--- src/rtl/ffca_pkg.sv ---
`default_nettype none

package ffca_pkg;

  // Default geometry
  localparam int UNITS_DEF      = 2048;
  localparam int OWNER_BITS_DEF = 8;

  // Payload field widths
  localparam int OPCODE_W   = 1;
  localparam int OWNER_ID_W = 8;
  localparam int SIZE_W     = 12;
  localparam int STATUS_W   = 2;
  localparam int ADDR_W     = 11;
  localparam int PCT_W      = 7;

  // Percent scale
  localparam int PCT_SCALE = 100;

  // Request opcodes
  localparam logic [OPCODE_W-1:0] OP_ALLOC   = 1'b0;
  localparam logic [OPCODE_W-1:0] OP_RELEASE = 1'b1;

  // Result codes
  typedef enum logic [STATUS_W-1:0] {
    ST_NEW      = 2'd0,
    ST_HELD     = 2'd1,
    ST_NOFIT    = 2'd2,
    ST_RELEASED = 2'd3
  } status_t;

endpackage

`default_nettype wire

--- src/rtl/ffca_usage.sv ---
`default_nettype none

// Occupancy percent, rounded up: ceil(used*100/UNITS).
// Reciprocal multiply gives the quotient or one less; one compare fixes it.
// done pulses once start has passed through s1 and s2; pct holds until the next start.
module ffca_usage #(
  parameter int UNITS = 2048,
  parameter int UW    = 12
) (
  input  logic                       clk,
  input  logic                       rst,
  input  logic                       start,
  input  logic [UW-1:0]              used,
  output logic                       done,
  output logic [ffca_pkg::PCT_W-1:0] pct
);
  import ffca_pkg::*;

  // numerator used*100 + UNITS-1 stays below 2**XW
  localparam int            XW      = $clog2(UNITS * (PCT_SCALE + 1));
  localparam int            MW      = 2 * XW;
  localparam longint        RECIP_L = (longint'(1) << XW) / longint'(UNITS);
  localparam logic [XW-1:0] RECIP   = XW'(RECIP_L);

  logic             s1;
  logic             s2;
  logic [XW-1:0]    num;
  logic [MW-1:0]    prod;
  logic [PCT_W-1:0] q0;     // true quotient or one less
  logic [XW-1:0]    back;
  logic [XW-1:0]    rem;

  assign q0   = prod[XW +: PCT_W];
  assign back = XW'(q0) * XW'(UNITS);
  assign rem  = num - back;

  always_ff @(posedge clk) begin
    if (rst) begin
      s1   <= 1'b0;
      s2   <= 1'b0;
      done <= 1'b0;
    end else begin
      s1   <= start;
      s2   <= s1;
      done <= s2;
    end
    if (start) begin
      num <= XW'(used) * XW'(PCT_SCALE) + XW'(UNITS - 1);
    end
    if (s1) begin
      prod <= MW'(num) * MW'(RECIP);
    end
    if (s2) begin
      pct <= (rem >= XW'(UNITS)) ? q0 + 1'b1 : q0;
    end
  end

endmodule

`default_nettype wire

--- config.mk ---
export PLATFORM = sky130hd
export DESIGN_NAME = ffca_usage
export DESIGN_NICKNAME = d
export VERILOG_FILES = /design/src/rtl/ffca_pkg.sv /design/src/rtl/ffca_usage.sv
export SDC_FILE = /design/constraint.sdc
export NUM_CORES = 1
export LEC_CHECK = 0
export BUFFER_PORTS_ARGS = -buffer_cell sky130_fd_sc_hd__clkbuf_2
export CORE_MARGIN = 1.5
export CORE_UTILIZATION = 55
export CTS_BUF_LIST = sky130_fd_sc_hd__clkbuf_4 sky130_fd_sc_hd__clkbuf_8
export CTS_CLUSTER_DIAMETER = 30
export CTS_CLUSTER_SIZE = 40
export DETAILED_ROUTE_END_ITERATION = 10
export GPL_ROUTABILITY_DRIVEN = 0
export PLACE_DENSITY = 0.75
export SETUP_SLACK_MARGIN = 0.2
export SYNTH_ARGS = -nofsm -noshare
export SYNTH_HDL_FRONTEND = slang
export SYNTH_SLANG_ARGS = --single-unit
export TNS_END_PERCENT = 20
--- constraint.sdc ---
create_clock -name clk -period 4.4 [get_ports clk]
set_input_delay 0.22 -clock clk [delete_from_list [all_inputs] [get_ports clk]]
set_output_delay 0.22 -clock clk [all_outputs]
set_load 0.02 [all_outputs]
* Yosys cells after proc, flatten, opt, wreduce, memory -nomap -nowiden
Cells that the tools add are included.
Word-level totals: flip-flop bits (word level) 46, output and inout bits 8
Cells by class: add/sub/neg operators 3, multiply operators 1, $lt $le $gt $ge 1, mux-type cells 1
Operators by type and width (count):
- 18-bit by 11-bit adder with 18-bit output, second input constant | 1
- 18-bit by 12-bit greater-or-equal comparator with 1-bit output, second input constant | 1
- 18-bit subtractor | 1
- 12-bit by 5-bit multiplier with 16-bit output, second input constant | 1
- 7-bit by 1-bit adder with 7-bit output, second input constant | 1
- 7-bit two-way mux | 1

* Depth between registers and ports, before layout
depth in word-level cells 3, depth in mapped cells 14, depth with buffers taken out 13

* Worst setup path after synthesis
No wires, ideal clock.
kind input to register, from in used[6], to reg num[17] (data pin), arrival 2.998 ns, data required time 4.140 ns, path slack 1.142 ns, cell stages on the path 13, path buffers 0, cells stage by stage ha_1 > ha_1 > inv_1 > fa_1 > inv_1 > ha_1 > a2111oi_2 > o21ai_1 > a31o_1 > a21oi_1 > xnor2_1 > and4_1 > xnor2_1
On the way: longest elaborated chain between the ends 2
RTL lines:
- start, declared | RTL line ffca_usage.sv:13 | input logic [UW-1:0] used,
- 12-bit by 5-bit multiplier with 16-bit output | RTL line ffca_usage.sv:48 | num <= XW'(used) * XW'(PCT_SCALE) + XW'(UNITS - 1);
- 18-bit by 11-bit adder with 18-bit output | RTL line ffca_usage.sv:48
- end signal, assigned | RTL line ffca_usage.sv:48
- end, declared | RTL line ffca_usage.sv:27 | logic [XW-1:0] num;
No other way between the ends. A chain may end at the register's enable or synchronous reset.

* Worst setup path in the final report
Same ends and word-level chain as after synthesis.

==> reports/results.txt <==
CP Max Fanout: 5
Pwr Density: 455 mW/mm²
top cells by count, synth: ha_1 (48), inv_1 (42), edfxtp_1 (21), xnor2_1 (17), nand2_1 (13)
Critical Path Start Type: input port
die area: 0.00476 mm²
Placed Area: 0.00256 mm²
Async SR Flop Fraction: 0
CTS Hold Bufs: 0
Final Critical Period: 3280 ps
die width: 69.0 µm
synth warn: 0
share of layout cells above drive strength 1: 0.117
Post-DP HPWL: 3.42 mm
register bit total from synthesis: 24
outcome: finished clean
Lkg Pwr: 1.27 nW
Reg clk slew, reported paths: 90 ps
largest area contributor in the netlist: edfxtp_1
Max Clk Rate: 0.305 GHz
final wirelength: 4.02 mm
Syn Nets: 310
grt ovf: 0
dominant synthesized flop cell: edfxtp_1
DR vias/cell: 5.46
antenna cell count: 0
Ports: 23
Skew-Pair Late Insertion Delay: 270 ps
Worst Setup End Kind: flop
synthesized area: 0.00240 mm²
Die Y: 69.0 µm
GRT Total Usage: 0.177
CTS tree: built
Hold Path Class: in2reg
CTS resizes: 0
Yosys top cell area share: 0.263
clock root cell: clkbuf_8
count of pins over their slew limit: 0
endpoints failing hold: 0
# DRC: 0
total number of vias: 1714
Slew headroom: 0.651
Fillers: 336
drt wl/cell: 12.8 µm
Layout Nets: 336
Final Cell Area: 0.00264 mm²
most frequent cell after synthesis: ha_1
RSZ-0062 raised after global routing: no
TritonCTS buffer count: 3
R2R setup slack: 1660 ps
Num Clock Sinks: 24
Final Setup Violations: 0
Critical Path AT: 3300 ps
vias in the first global route: 1796
setup total negative slack: 0 ps
Max rail drop VDD: 0.000190 V
CTS Buffer Depth: 2
initial core utilization: 0.586
FP Rows: 23
area grow syn2layout: 10.0%
Worst Path Required: 4420 ps
post-CTS setup buffers: 0
port bufs: 22
initial antenna violation count: 0
Syn Inst Count: 239
Synth Area per Inst: 10.0 µm²
sequential area share after synthesis: 0.288
global-route wire length before repair: 7.04 mm
DRT antenna net count: 0
register area: 691 µm²
critical path class: in2reg
number of synthesized flops with an enable pin: 21
# H-tree levels: 1
multi-input combinational cell area: 0.00154 mm²
drt pass-1 iters: 4
Distinct cells, synth: 40
largest net degree at the start of global routing: 15
synth top area cells: edfxtp_1 (26%), ha_1 (25%), fa_1 (6.7%)
core area: 0.00409 mm²
DRT iter0 DRCs: 68
Worst Skew: 7.56 ps
Tcrit/Tclk final: 0.746
Tightest Pin Transition: 519 ps
Max-Cap Viols: 0
[registers in the layout (all words and copies together) (netlist names)]
register  count
done          1
num           7
pct           7
prod          7
s1            1
s2            1
[cell families after synthesis]
logic type                 synth area share
AOI/OAI and AO/OA                     0.108
xor gates and xnor gates             0.0914
buffers and inverters                0.0674
adders and majority gates             0.317
muxes                               0.00418
and+or+nand+nor                       0.124
DFF                                   0.288
[final timing paths]
path                            startpoint        to  cells past startpoint
worst max-delay path               used[6]   num[17]                     14
worst min-delay path                   rst        s1                      2
worst max register to register    prod[18]    pct[6]                      9
worst min register to register     num[11]  prod[18]                      0
[layer usage]
layer,vias to the layer above,GRT usage,part of all wire
met2,22,0.375,0.55
met1,804,0.178,0.42
met4,0,0.0458,0.012
met5,-,0,0
li1,883,-,-
met3,5,0.0175,0.020
[cell type report]
cell class                 count  area share
sequential                    24       0.262
multi-input combinational    172       0.586
clock buffer                   3      0.0157
clock inverter                 1      0.0114
tap                           50      0.0237
inverter                      42      0.0598
timing repair buffer          22      0.0418
[worst max-delay path: stages]
cell	delay [ps]
clkbuf_2	120
ha_1	300
ha_1	280
inv_1	50
fa_1	500
inv_1	50
ha_1	370
a2111oi_2	360
o21ai_1	150
a31o_1	240
a21oi_1	180
xnor2_1	200
and4_1	250
xnor2_1	70
[layout by cell type (no fill, tap or decap), drive strengths merged, types with 7 or more instances in the layout]
cell,Yosys,routed
ha,48,48
inv,42,42
clkbuf,1,25
edfxtp,21,21
xnor2,17,17
nand2,13,13
a21oi,10,10
xor2,8,8
fa,8,8
nor3,8,8
o21ai,8,8
nor2,7,7
nor2b,7,7
[stage by stage]
stage	std cells	power [W]	utilization	hold WS, ps	setup WS [ps]
floorplan	239	0.000873	-	292	1140
global placement	310	0.000984	0.628	426	888
detailed placement	310	0.00100	0.628	428	835
CTS	314	0.00120	0.645	138	1110
global route	314	0.00130	0.645	144	887
finish	314	0.00120	0.645	138	1120
[power breakdown]
group | total, W | switching (W) | internal, W | leakage, nW
logic | 0.000642 | 0.000354 | 0.000289 | 1.01
clock network | 0.000194 | 0.0000720 | 0.000122 | 0.0357
registers | 0.000363 | 0.0000342 | 0.000329 | 0.223
total | 0.00120 | 0.000460 | 0.000739 | 1.27
Power figures use the tool's default switching activity.
